$ cat src/rerc_pkg.sv
// ----------------------------------------------------------------------------
// rerc_pkg
// Shared widths, register indexes, reset values and types of the rail end
// reversal controller.
// ----------------------------------------------------------------------------
package rerc_pkg;

  localparam int POSITION_WIDTH = 32;
  localparam int COUNT_WIDTH    = 16;

  // fixed field widths
  localparam int DIST_W  = 24;
  localparam int BASE_W  = 13;
  localparam int GAIN_W  = 12;
  localparam int LIM_W   = 16;
  localparam int MSPD_W  = 16;
  localparam int TSPD_W  = 18;
  localparam int DEP_W   = 14;
  localparam int GAIN_FRAC = 8;
  localparam int PROD_W  = BASE_W + GAIN_W;

  // configuration port
  localparam int CFG_DATA_W = (POSITION_WIDTH > DIST_W) ? POSITION_WIDTH : DIST_W;
  localparam int CFG_IDX_W  = 3;

  // exact position sums and count compares
  localparam int SUM_W = ((POSITION_WIDTH > DIST_W) ? POSITION_WIDTH : DIST_W) + 2;
  localparam int CMP_W = (COUNT_WIDTH > LIM_W) ? COUNT_WIDTH : LIM_W;

  // register indexes
  localparam logic [CFG_IDX_W-1:0] REG_RIGHT_LIMIT   = 3'd0;
  localparam logic [CFG_IDX_W-1:0] REG_LEFT_LIMIT    = 3'd1;
  localparam logic [CFG_IDX_W-1:0] REG_REVERSE_MARGIN = 3'd2;
  localparam logic [CFG_IDX_W-1:0] REG_STOP_ZONE     = 3'd3;
  localparam logic [CFG_IDX_W-1:0] REG_BASE_SPEED    = 3'd4;
  localparam logic [CFG_IDX_W-1:0] REG_POWER_GAIN    = 3'd5;
  localparam logic [CFG_IDX_W-1:0] REG_STUCK_LIMIT   = 3'd6;
  localparam logic [CFG_IDX_W-1:0] REG_RELEASE_DELAY = 3'd7;

  // register reset values
  localparam logic [DIST_W-1:0] RST_STOP_ZONE     = 24'd8000;
  localparam logic [BASE_W-1:0] RST_BASE_SPEED    = 13'd4000;
  localparam logic [GAIN_W-1:0] RST_POWER_GAIN    = 12'd256;
  localparam logic [LIM_W-1:0]  RST_STUCK_LIMIT   = 16'd3000;
  localparam logic [LIM_W-1:0]  RST_RELEASE_DELAY = 16'd2000;

  typedef struct packed {
    logic [POSITION_WIDTH-1:0] right_limit;
    logic [POSITION_WIDTH-1:0] left_limit;
    logic [DIST_W-1:0]         reverse_margin;
    logic [DIST_W-1:0]         stop_zone;
    logic [BASE_W-1:0]         base_speed;
    logic [GAIN_W-1:0]         power_gain;
    logic [LIM_W-1:0]          stuck_limit;
    logic [LIM_W-1:0]          release_delay;
  } cfg_t;

  typedef struct packed {
    logic [TSPD_W-1:0] target_speed;
    logic              end_stop;
  } result_t;

endpackage

$ cat src/rerc_if.sv
// ----------------------------------------------------------------------------
// rerc_in_if / rerc_out_if
// Valid/ready channels for the input items and the result items.
// ----------------------------------------------------------------------------
interface rerc_in_if;
  logic                                        valid;
  logic                                        ready;
  logic signed [rerc_pkg::POSITION_WIDTH-1:0] encoder_position;
  logic signed [rerc_pkg::MSPD_W-1:0]         motor_speed;

  modport source (output valid, output encoder_position, output motor_speed, input ready);
  modport sink   (input valid, input encoder_position, input motor_speed, output ready);
endinterface

interface rerc_out_if;
  logic                                valid;
  logic                                ready;
  logic signed [rerc_pkg::TSPD_W-1:0] target_speed;
  logic                                end_stop;

  modport source (output valid, output target_speed, output end_stop, input ready);
  modport sink   (input valid, input target_speed, input end_stop, output ready);
endinterface

$ cat src/rail_end_reversal_controller_top.sv
// ----------------------------------------------------------------------------
// rail_end_reversal_controller_top
// Path: an item passes the input register, then the result register;
// either register can hold it while the output stalls.
// Throughput: one item per cycle while out_ch.ready is high; the input
// register lets a new item enter while a finished result still waits.
// Reset: synchronous, empties both registers, clears the tick state and loads
// the register defaults.
// ----------------------------------------------------------------------------
module rail_end_reversal_controller_top (
  input  logic                            clk,
  input  logic                            rst,
  rerc_in_if.sink                         in_ch,
  rerc_out_if.source                      out_ch,
  input  logic                            cfg_we,
  input  logic [rerc_pkg::CFG_IDX_W-1:0]  cfg_index,
  input  logic [rerc_pkg::CFG_DATA_W-1:0] cfg_wdata
);
  import rerc_pkg::*;

  cfg_t                      cfg;
  result_t                   result;
  logic                      s1_valid;
  logic [POSITION_WIDTH-1:0] s1_pos;
  logic [MSPD_W-1:0]         s1_speed;
  logic                      s1_adv;
  logic                      out_valid;

  rerc_cfg_regs u_cfg (
    .clk       (clk),
    .rst       (rst),
    .cfg_we    (cfg_we),
    .cfg_index (cfg_index),
    .cfg_wdata (cfg_wdata),
    .cfg       (cfg)
  );

  rerc_core u_core (
    .clk              (clk),
    .rst              (rst),
    .cfg              (cfg),
    .fire             (s1_adv),
    .encoder_position (s1_pos),
    .motor_speed      (s1_speed),
    .result           (result)
  );

  // handshake
  assign s1_adv      = s1_valid && (!out_valid || out_ch.ready);
  assign in_ch.ready = !s1_valid || s1_adv;

  // input register
  always_ff @(posedge clk) begin
    if (rst) begin
      s1_valid <= 1'b0;
    end else if (in_ch.ready) begin
      s1_valid <= in_ch.valid;
    end
  end

  always_ff @(posedge clk) begin
    if (in_ch.valid && in_ch.ready) begin
      s1_pos   <= in_ch.encoder_position;
      s1_speed <= in_ch.motor_speed;
    end
  end

  // result register
  always_ff @(posedge clk) begin
    if (rst) begin
      out_valid <= 1'b0;
    end else if (s1_adv) begin
      out_valid <= 1'b1;
    end else if (out_ch.ready) begin
      out_valid <= 1'b0;
    end
  end

  always_ff @(posedge clk) begin
    if (s1_adv) begin
      out_ch.target_speed <= result.target_speed;
      out_ch.end_stop     <= result.end_stop;
    end
  end

  assign out_ch.valid = out_valid;

  // checks
  a_no_overrun: assert property (@(posedge clk) disable iff (rst)
    s1_valid && out_valid && !out_ch.ready |-> !in_ch.ready)
    else $error("input transfer while both stages are stalled");

  a_adv_fills_out: assert property (@(posedge clk) disable iff (rst)
    s1_adv |=> out_valid)
    else $error("advanced item missing from result register");

  a_reset_empty: assert property (@(posedge clk)
    rst |=> !out_valid && !s1_valid)
    else $error("stages not empty after reset");

endmodule

$ cat src/rerc_cfg_regs.sv
// ----------------------------------------------------------------------------
// rerc_cfg_regs
// Configuration register file, written through a plain write port.
// ----------------------------------------------------------------------------
module rerc_cfg_regs (
  input  logic                           clk,
  input  logic                           rst,
  input  logic                           cfg_we,
  input  logic [rerc_pkg::CFG_IDX_W-1:0] cfg_index,
  input  logic [rerc_pkg::CFG_DATA_W-1:0] cfg_wdata,
  output rerc_pkg::cfg_t                 cfg
);
  import rerc_pkg::*;

  // decode and load one register per write
  always_ff @(posedge clk) begin
    if (rst) begin
      cfg.right_limit    <= '0;
      cfg.left_limit     <= '0;
      cfg.reverse_margin <= '0;
      cfg.stop_zone      <= RST_STOP_ZONE;
      cfg.base_speed     <= RST_BASE_SPEED;
      cfg.power_gain     <= RST_POWER_GAIN;
      cfg.stuck_limit    <= RST_STUCK_LIMIT;
      cfg.release_delay  <= RST_RELEASE_DELAY;
    end else if (cfg_we) begin
      unique case (cfg_index)
        REG_RIGHT_LIMIT:    cfg.right_limit    <= cfg_wdata[POSITION_WIDTH-1:0];
        REG_LEFT_LIMIT:     cfg.left_limit     <= cfg_wdata[POSITION_WIDTH-1:0];
        REG_REVERSE_MARGIN: cfg.reverse_margin <= cfg_wdata[DIST_W-1:0];
        REG_STOP_ZONE:      cfg.stop_zone      <= cfg_wdata[DIST_W-1:0];
        REG_BASE_SPEED:     cfg.base_speed     <= cfg_wdata[BASE_W-1:0];
        REG_POWER_GAIN:     cfg.power_gain     <= cfg_wdata[GAIN_W-1:0];
        REG_STUCK_LIMIT:    cfg.stuck_limit    <= cfg_wdata[LIM_W-1:0];
        REG_RELEASE_DELAY:  cfg.release_delay  <= cfg_wdata[LIM_W-1:0];
        default: ;
      endcase
    end
  end

endmodule

$ cat src/rerc_core.sv
// ----------------------------------------------------------------------------
// rerc_core
// Zone decision, dwell/middle counters and speed selection for one tick.
// State advances on each transfer out of the input register.
// ----------------------------------------------------------------------------
module rerc_core (
  input  logic                                 clk,
  input  logic                                 rst,
  input  rerc_pkg::cfg_t                       cfg,
  input  logic                                 fire,
  input  logic [rerc_pkg::POSITION_WIDTH-1:0] encoder_position,
  input  logic [rerc_pkg::MSPD_W-1:0]         motor_speed,
  output rerc_pkg::result_t                    result
);
  import rerc_pkg::*;

  function automatic logic signed [SUM_W-1:0] sx_pos(input logic [POSITION_WIDTH-1:0] p);
    return $signed({{(SUM_W-POSITION_WIDTH){p[POSITION_WIDTH-1]}}, p});
  endfunction

  function automatic logic signed [SUM_W-1:0] zx_dist(input logic [DIST_W-1:0] d);
    return $signed({{(SUM_W-DIST_W){1'b0}}, d});
  endfunction

  function automatic logic [COUNT_WIDTH-1:0] sat_inc(input logic [COUNT_WIDTH-1:0] c);
    return (&c) ? c : c + 1'b1;
  endfunction

  // state
  logic                     reversed_seen, reversed_seen_next;
  logic [COUNT_WIDTH-1:0]   dwell_count, dwell_count_next;
  logic [COUNT_WIDTH-1:0]   middle_count, middle_count_next;
  logic [DEP_W-1:0]         departure_speed, departure_speed_next;
  logic [TSPD_W-1:0]        speed_hold, speed_hold_next;
  logic                     end_stop_hold, end_stop_hold_next;

  logic signed [SUM_W-1:0]  pos, rl, ll;
  logic                     in_right, in_left, right_far, left_far;
  logic                     spd_pos, spd_neg, rev_r, rev_l, stuck;
  logic [PROD_W-1:0]        prod;
  logic [TSPD_W-1:0]        gained, gained_neg, base_ext, base_neg, dep_ext;
  logic [DEP_W-1:0]         base_dep;

  // zone compares, exact in SUM_W bits
  assign pos       = sx_pos(encoder_position);
  assign rl        = sx_pos(cfg.right_limit);
  assign ll        = sx_pos(cfg.left_limit);
  assign in_right  = pos < (rl + zx_dist(cfg.reverse_margin));
  assign in_left   = pos > (ll - zx_dist(cfg.reverse_margin));
  assign right_far = pos > (rl + zx_dist(cfg.stop_zone));
  assign left_far  = pos < (ll - zx_dist(cfg.stop_zone));

  // measured speed direction
  assign spd_neg = motor_speed[MSPD_W-1];
  assign spd_pos = !motor_speed[MSPD_W-1] && (|motor_speed);

  // departure magnitude: Q4.8 gain, truncated
  assign prod       = cfg.base_speed * cfg.power_gain;
  assign gained     = TSPD_W'(prod[PROD_W-1:GAIN_FRAC]);
  assign gained_neg = -gained;
  assign base_ext   = TSPD_W'(cfg.base_speed);
  assign base_neg   = -base_ext;
  assign base_dep   = DEP_W'(cfg.base_speed);
  assign dep_ext    = {{(TSPD_W-DEP_W){departure_speed[DEP_W-1]}}, departure_speed};

  assign rev_r = reversed_seen || spd_pos;
  assign rev_l = reversed_seen || spd_neg;
  assign stuck = CMP_W'(sat_inc(dwell_count)) > CMP_W'(cfg.stuck_limit);

  // next state for one tick
  always_comb begin
    reversed_seen_next   = reversed_seen;
    dwell_count_next     = dwell_count;
    middle_count_next    = middle_count;
    departure_speed_next = departure_speed;
    speed_hold_next      = speed_hold;
    end_stop_hold_next   = end_stop_hold;
    if (in_right) begin
      middle_count_next    = '0;
      dwell_count_next     = sat_inc(dwell_count);
      departure_speed_next = base_dep;
      reversed_seen_next   = rev_r;
      if (!rev_r && !stuck) begin
        speed_hold_next    = base_neg;
        end_stop_hold_next = !right_far;
      end else begin
        speed_hold_next    = gained;
        end_stop_hold_next = 1'b0;
      end
    end else if (in_left) begin
      middle_count_next    = '0;
      dwell_count_next     = sat_inc(dwell_count);
      departure_speed_next = -base_dep;
      reversed_seen_next   = rev_l;
      if (!rev_l && !stuck) begin
        speed_hold_next    = base_ext;
        end_stop_hold_next = !left_far;
      end else begin
        speed_hold_next    = gained_neg;
        end_stop_hold_next = 1'b0;
      end
    end else begin
      middle_count_next  = sat_inc(middle_count);
      reversed_seen_next = 1'b0;
      dwell_count_next   = '0;
      if (CMP_W'(sat_inc(middle_count)) > CMP_W'(cfg.release_delay)) begin
        speed_hold_next    = dep_ext;
        end_stop_hold_next = 1'b0;
      end
    end
  end

  // advance state on each transfer
  always_ff @(posedge clk) begin
    if (rst) begin
      reversed_seen   <= 1'b0;
      dwell_count     <= '0;
      middle_count    <= '0;
      departure_speed <= '0;
      speed_hold      <= '0;
      end_stop_hold   <= 1'b0;
    end else if (fire) begin
      reversed_seen   <= reversed_seen_next;
      dwell_count     <= dwell_count_next;
      middle_count    <= middle_count_next;
      departure_speed <= departure_speed_next;
      speed_hold      <= speed_hold_next;
      end_stop_hold   <= end_stop_hold_next;
    end
  end

  assign result.target_speed = speed_hold_next;
  assign result.end_stop     = end_stop_hold_next;

endmodule

$ cat src/flat_wrapper.sv
// flat-port wrapper written by rule: the top's interface ports become plain ports
module rail_end_reversal_controller_top_flat import rerc_pkg::*;
  (clk, rst, cfg_we, cfg_index, cfg_wdata, in_ch_valid, in_ch_encoder_position, in_ch_motor_speed, in_ch_ready, out_ch_valid, out_ch_target_speed, out_ch_end_stop, out_ch_ready);
  rerc_in_if in_ch_i ();
  rerc_out_if out_ch_i ();
  input  logic clk;
  input  logic rst;
  input  logic cfg_we;
  input  logic [rerc_pkg::CFG_IDX_W-1:0] cfg_index;
  input  logic [rerc_pkg::CFG_DATA_W-1:0] cfg_wdata;
  input wire logic [$bits(in_ch_i.valid)-1:0] in_ch_valid;
  input wire logic [$bits(in_ch_i.encoder_position)-1:0] in_ch_encoder_position;
  input wire logic [$bits(in_ch_i.motor_speed)-1:0] in_ch_motor_speed;
  output wire logic [$bits(in_ch_i.ready)-1:0] in_ch_ready;
  output wire logic [$bits(out_ch_i.valid)-1:0] out_ch_valid;
  output wire logic [$bits(out_ch_i.target_speed)-1:0] out_ch_target_speed;
  output wire logic [$bits(out_ch_i.end_stop)-1:0] out_ch_end_stop;
  input wire logic [$bits(out_ch_i.ready)-1:0] out_ch_ready;
  assign in_ch_i.valid = in_ch_valid;
  assign in_ch_i.encoder_position = in_ch_encoder_position;
  assign in_ch_i.motor_speed = in_ch_motor_speed;
  assign in_ch_ready = in_ch_i.ready;
  assign out_ch_valid = out_ch_i.valid;
  assign out_ch_target_speed = out_ch_i.target_speed;
  assign out_ch_end_stop = out_ch_i.end_stop;
  assign out_ch_i.ready = out_ch_ready;
  rail_end_reversal_controller_top u_core (.clk(clk), .rst(rst), .in_ch(in_ch_i), .out_ch(out_ch_i), .cfg_we(cfg_we), .cfg_index(cfg_index), .cfg_wdata(cfg_wdata));
endmodule
$ cat config.mk
export PLATFORM = sky130hd
export DESIGN_NAME = rail_end_reversal_controller_top_flat
export DESIGN_NICKNAME = d
export VERILOG_FILES = /design/src/rerc_pkg.sv /design/src/rerc_if.sv /design/src/rail_end_reversal_controller_top.sv /design/src/rerc_cfg_regs.sv /design/src/rerc_core.sv /design/src/flat_wrapper.sv
export SDC_FILE = /design/constraint.sdc
export NUM_CORES = 1
export LEC_CHECK = 0
export BUFFER_PORTS_ARGS = -buffer_cell sky130_fd_sc_hd__buf_2
export CELL_PAD_IN_SITES_DETAIL_PLACEMENT = 2
export CELL_PAD_IN_SITES_GLOBAL_PLACEMENT = 2
export CORE_MARGIN = 4
export CORE_UTILIZATION = 40
export CTS_BUF_LIST = sky130_fd_sc_hd__clkbuf_8
export CTS_CLUSTER_DIAMETER = 40
export DETAILED_ROUTE_END_ITERATION = 10
export PLACE_DENSITY = 0.94
export SYNTH_ARGS = -nofsm -noshare
export SYNTH_HDL_FRONTEND = slang
export SYNTH_SLANG_ARGS = --single-unit
$ cat constraint.sdc
create_clock -name clk -period 7.9 [get_ports clk]
set_input_delay 0.79 -clock clk [delete_from_list [all_inputs] [get_ports clk]]
set_output_delay 0.79 -clock clk [all_outputs]
set_load 0.1 [all_outputs]
# Word level (Yosys, flattened, before mapping)
# Cells that the tools add are included.
dict set report word_totals {
  in_bits 88
  output_inout_bits 21
  register_bits 304
  wordCells 97
}
dict set report op_classes {
  n_reduce_logical 32
  multipliers 1
  order_cmp 6
  n_mux 22
  addsub 9
  eq_ne 7
}
# op count
set op_table {}
lappend op_table {{16-bit 2-to-1 mux} 6}
lappend op_table {{18-bit 2-to-1 mux} 5}
lappend op_table {{32-bit by 25-bit adder with 33-bit output} 2}
lappend op_table {{32-bit by 33-bit greater-than comparator with 1-bit output} 2}
lappend op_table {{32-bit by 33-bit < comparator with 1-bit output} 2}
lappend op_table {{32-bit by 25-bit subtractor with 33-bit output} 2}
lappend op_table {{16-bit by 1-bit adder with 16-bit output, second input constant} 2}
lappend op_table {{16-bit greater-than comparator} 2}
lappend op_table {{16-bit AND reduction} 2}
lappend op_table {{14-bit 2-to-1 mux} 2}
lappend op_table {{13-bit by 12-bit multiplier with 25-bit output} 1}
lappend op_table {{13-bit negation with 18-bit output} 1}
lappend op_table {{17-bit negation with 18-bit output} 1}
lappend op_table {{2-bit AND reduction} 9}
lappend op_table {{16-bit OR reduction} 1}
lappend op_table {{13-bit negation with 14-bit output} 1}
lappend op_table {{3-bit equality test, second input constant} 4}
lappend op_table {{1-bit 2-to-1 mux} 9}
lappend op_table {{1-bit logical NOT} 8}
lappend op_table {{3-bit by 2-bit equality test with 1-bit output, second input constant} 2}
lappend op_table {{1-bit logical AND} 5}
lappend op_table {{1-bit logical OR} 4}
lappend op_table {{2-bit nonzero test} 2}
lappend op_table {{3-bit by 1-bit equality test with 1-bit output, second input constant} 1}
lappend op_table {{3-bit logical NOT} 1}

# Logic depth before layout (Yosys ltp)
dict set report logic_depth {
  ltp_word 8
  depth_mapped 29
  ltp_nobuf 27
}

# By module
# From an unflattened synthesis, not the netlist that was laid out.
dict set report hier_totals {
  hier_cells 3181
  area_unflattened_um2 27650.3
}
# mod area_each_um2 cells_each instances seq_area_each_um2
set modules_own_cells {}
lappend modules_own_cells {rerc_core 18854.3 2494 1 1321.3}
lappend modules_own_cells {rerc_cfg_regs 6680.2 610 1 3383.2}
lappend modules_own_cells {rail_end_reversal_controller_top 2115.8 77 1 2052.0}

# Worst setup path after synthesis
# OpenSTA, ideal clock, no wires.
dict set report synth_timing {
  path_kind {register to register}
  startpoint {reg u_core.u_cfg.cfg[47] (netlist name)}
  endpoint {reg u_core.u_core.speed_hold[16]}
  t_arrival_ns 6.661
  stages_incl_launch_ff 22
  synth_period_minus_slack_ns 6.752
  setup_slack_ns 1.148
  setup_time_ns 0.091
  path_cell_list {dfxtp_1 -> clkbuf_1 -> clkbuf_1 -> and2_1 -> fa_1 -> fa_1 -> fa_1 -> fa_1 -> inv_1 -> fa_1 -> inv_1 -> ha_1 -> a21o_1 -> and3_4 -> or4_4 -> o211ai_1 -> a211oi_2 -> or4_1 -> nor3_2 -> nor3b_1 -> mux2_1 -> a311oi_1}
}
dict set report synth_via {
  elab_chain_cells 5
  elab_cells_between_ends 7
  classes_between {add/sub: 2; mul: 1; mux: 4}
}
# item line_no
set synth_rtl {}
lappend synth_rtl {{13-bit by 12-bit multiplier with 25-bit output} rerc_core.sv:58} ;# assign prod = cfg.base_speed * cfg.power_gain;
lappend synth_rtl {{17-bit negation with 18-bit output} rerc_core.sv:60} ;# assign gained_neg = -gained;
lappend synth_rtl {{18-bit 2-to-1 mux} rerc_core.sv:95} ;# if (!rev_l && !stuck) begin
lappend synth_rtl {{18-bit 2-to-1 mux} rerc_core.sv:90} ;# end else if (in_left) begin
lappend synth_rtl {{18-bit 2-to-1 mux *} rerc_core.sv:78} ;# if (in_right) begin
lappend synth_rtl {{to (signal assigned)} rerc_core.sv:127} ;# speed_hold <= speed_hold_next;
lappend synth_rtl {{to (decl)} rerc_core.sv:34} ;# logic [TSPD_W-1:0] speed_hold, speed_hold_next;
# Mark *: on every way between the ends. The rest lies on a longest branch, timed or not.
# A chain may end at the register's enable or synchronous reset.

==> flow_summary.toml <==
[run_status]
status = "finished, final reports clean"

[global_routing]
grt_max_degree = 84
antenna_found_initial = 9
grt_pass1_wl_mm = 206
met2_usage_pct = 65.8
grt_use_met3_pct = 8.45
gr-max-usage-layer = "met2"
grt_overflow = 0
grt_usage_pct = 38.0
use_met1_pct = 38.7
grt_pass1_vias = 32200

[sta]
period_needed_ns = 7.82
setup_ws_ns = 0.0822
hold_viol_final = 0
tns_ns = 0
finalCritPeriodShare_pct = 99.0
tightest_slew_ns = 1.25
skew_ns = 0.0610
slew_violations = 0
max_freq_mhz = 128
finalSetupViolCount = 0
slew_headroom_pct = 16.3

[cells_and_area]
layout-drive-gt1-share_pct = 10.4
fill_cells = 7219
syn_to_final_growth_pct = 11.7
final_cell_mix = "nand2_1, ha_1, a21oi_1"
final_common_cell = "nand2_1"
final_nets = 3841
fin_util_pct = 45.1

[floorplan]
io_pins = 109
die-area_mm2 = 0.0708
initial_core_util_pct = 40.4
die_w_um = 266
die_h_um = 266
rows = 94
core-area_mm2 = 0.0659

[placed_design]
dp_hpwl_mm = 87.8
gp_congestion = 0.873
port_buffers = 108
pre_cts_ws_ns = 0.207

[logic_synthesis]
synth-seq-area-share_pct = 25.4
synth_compound_area_share_pct = 16.9
syn_area_mm2 = 0.0266
synth_simple_gate_area_share_pct = 20.6
post-synth-top-area-fraction_pct = 17.8
synth_xor_area_share_pct = 5.69
synth_cell_types = 97
synth-edff-count = 67
async_flop_share_pct = 0
syn_nets = 3775
synthTopCellsByArea = "dfxtp_1, ha_1, fa_1, nand2_1, edfxtp_1"
synth_top_family_by_area = "adder cells"
synthAdderAreaFrac_pct = 23.6
avgSynthCellArea_um2 = 8.19
synth.area.mux_share_pct = 1.55
synth_top_area_cell = "dfxtp_1"
synth_seq_cells = 304
syn_inst = 3253
yosys_warnings = 0
ys.flop_type = "dfxtp_1"

[clock_tree]
clock_latency_ns = 0.72
cts.clk_slew.worst_paths_ns = 0.07
hold_buffers = 0
post-cts-setup-buffer-count = 0
clockRootBuffer = "clkbuf_8"
htree_levels = 3
cts_tree = "done"
clk_path_buf_depth = 3
cts_sinks = 304
cts.repair.resized = 0
cts_buffers = 76

[setup_path]
cpPeakStageDelay_ns = 0.73
path_delay_family = "adder cells"
arrival_ns = 8.41
cpMostUsedCell = "fa_1"
critPathRequiredTime_ns = 8.50
cpMaxStageDelayCell = "dfxtp_1"
cp_num_buf_inv = 3
cp.depth = 21
critical_path.cell_chain = "nand2_1 -> fa_1 -> fa_1 -> inv_1 -> fa_1 -> fa_1 -> inv_1 -> fa_1 -> inv_1 -> ha_1 -> a21o_1 -> and3_4 -> or4_4 -> o21ai_2 -> o21ai_2 -> a311oi_4 -> xnor2_1 -> nor4_2 -> nand3b_1 -> a221o_1 -> o21a_1"
reg2reg_depth = 21
cp_max_fo = 14
critPathLaunchType = "flip-flop"
end_kind = "flip-flop"
worst-setup-path-type = "flip-flop to flip-flop"

[power_and_ir_drop]
power_mw = 5.66
power_density_mw_per_mm2 = 190
leakagePower_nw = 13.3
peakVddDrop_uv = 115

[drt]
vias = 27800
routedWlPerCell_um = 32.6
firstDrtPassIters = 5
detail_route.iter0.violations = 2427
wirelength_mm = 139
drt-vias-per-instance = 6.53
ant_nets = 0
drc = 0

[flow_run]
maxCapViolations = 0

[hold_path]
hold_path.class = "input pin to flip-flop"
whs_path_depth = 1
per-layer routing:
metal  up-vias  wire (µm)
met5         -          0
met4         0      14400
met3       901       9350
met2      1721      67500
met1     13800      47400
li1      11300          -
power by group:
part           switching, mW  internal [mW]
Combinational           1.07          0.513
Sequential            0.0877           1.67
Clock                  0.973           1.35
state kept, by name, summed over array words and instances, names as in the netlist:
signal	cells
u_core.s1_pos	32
u_core.out_ch.end_stop	1
u_core.u_core.speed_hold	18
u_core.out_ch.target_speed	18
u_core.u_core.dwell_count	16
u_core.out_ch.valid	1
u_core.u_core.reversed_seen	1
u_core.u_core.departure_speed	14
u_core.s1_speed	16
u_core.u_core.end_stop_hold	1
u_core.u_cfg.cfg	169
u_core.u_core.middle_count	16
u_core.s1_valid	1
area by class of cell:
| class | count | area (µm²) | share of cell area (%) |
|---|---|---|---|
| Inverter | 277 | 1040 | 3.50 |
| Sequential cell | 304 | 6770 | 22.8 |
| Tap cell | 864 | 1080 | 3.64 |
| Antenna cell | 9 | 22.5 | 0.0757 |
| Clock inverter | 51 | 518 | 1.74 |
| Multi-Input combinational cell | 2519 | 18300 | 61.5 |
| Timing Repair Buffer | 141 | 810 | 2.72 |
| Clock buffer | 88 | 1210 | 4.07 |
final timing paths:
path / startpoint / end / slack [ns]
max: u_core.u_cfg.cfg[40]$_SDFFE_PP1P_ / u_core.u_core.speed_hold[17]$_SDFFE_PP0P_ / 0.08
min: in_ch_encoder_position[7] / u_core.s1_pos[7]$_DFFE_PP_ / 0.25
max reg2reg: u_core.u_cfg.cfg[40]$_SDFFE_PP1P_ / u_core.u_core.speed_hold[17]$_SDFFE_PP0P_ / 0.08
min reg2reg: u_core.u_core.speed_hold[4]$_SDFFE_PP0P_ / u_core.u_core.speed_hold[4]$_SDFFE_PP0P_ / 0.46
cell usage after synthesis (26+ instances only):
| cell | count |
|---|---|
| nor2b_1 | 31 |
| nand4_1 | 54 |
| and2_1 | 65 |
| o21ai_0 | 99 |
| dfxtp_1 | 237 |
| nand2_1 | 588 |
| nor3_1 | 37 |
| ha_1 | 321 |
| nand3_1 | 67 |
| a211oi_1 | 37 |
| xor2_1 | 98 |
| o21a_1 | 26 |
| fa_1 | 113 |
| nand2b_1 | 38 |
| inv_1 | 277 |
| a21oi_1 | 307 |
| xnor2_1 | 75 |
| clkbuf_1 | 124 |
| nand3b_1 | 26 |
| edfxtp_1 | 67 |
| a21o_1 | 92 |
| nor2_1 | 143 |
worst reg2reg max path, cell delays in order (launching register included):
cell	delay, ns
dfxtp_1	0.73
nand2_1	0.19
fa_1	0.57
fa_1	0.68
inv_1	0.09
fa_1	0.48
fa_1	0.57
inv_1	0.07
fa_1	0.56
inv_1	0.06
ha_1	0.42
a21o_1	0.26
and3_4	0.20
or4_4	0.51
o21ai_2	0.14
o21ai_2	0.14
a311oi_4	0.46
xnor2_1	0.24
nor4_2	0.51
nand3b_1	0.23
a221o_1	0.42
o21a_1	0.18
stage by stage:
step	hold slack, ns	instances	instance area (µm²)
3_5_place_dp	0.452	4104	27900
4_1_cts	0.230	4243	29700
2_1_floorplan	0.433	3253	26600
3_3_place_gp	0.443	4104	27900
5_1_grt	0.242	4246	29700
6_report	0.247	4253	29700
cells by family after synthesis:
family / Yosys count
flops: 304
simple gates: 1161
mux: 39
fa+ha+maj: 434
buf+inv: 430
compound gates: 712
xor+xnor: 173
Note: power is estimated with default switching activity, not from simulation.
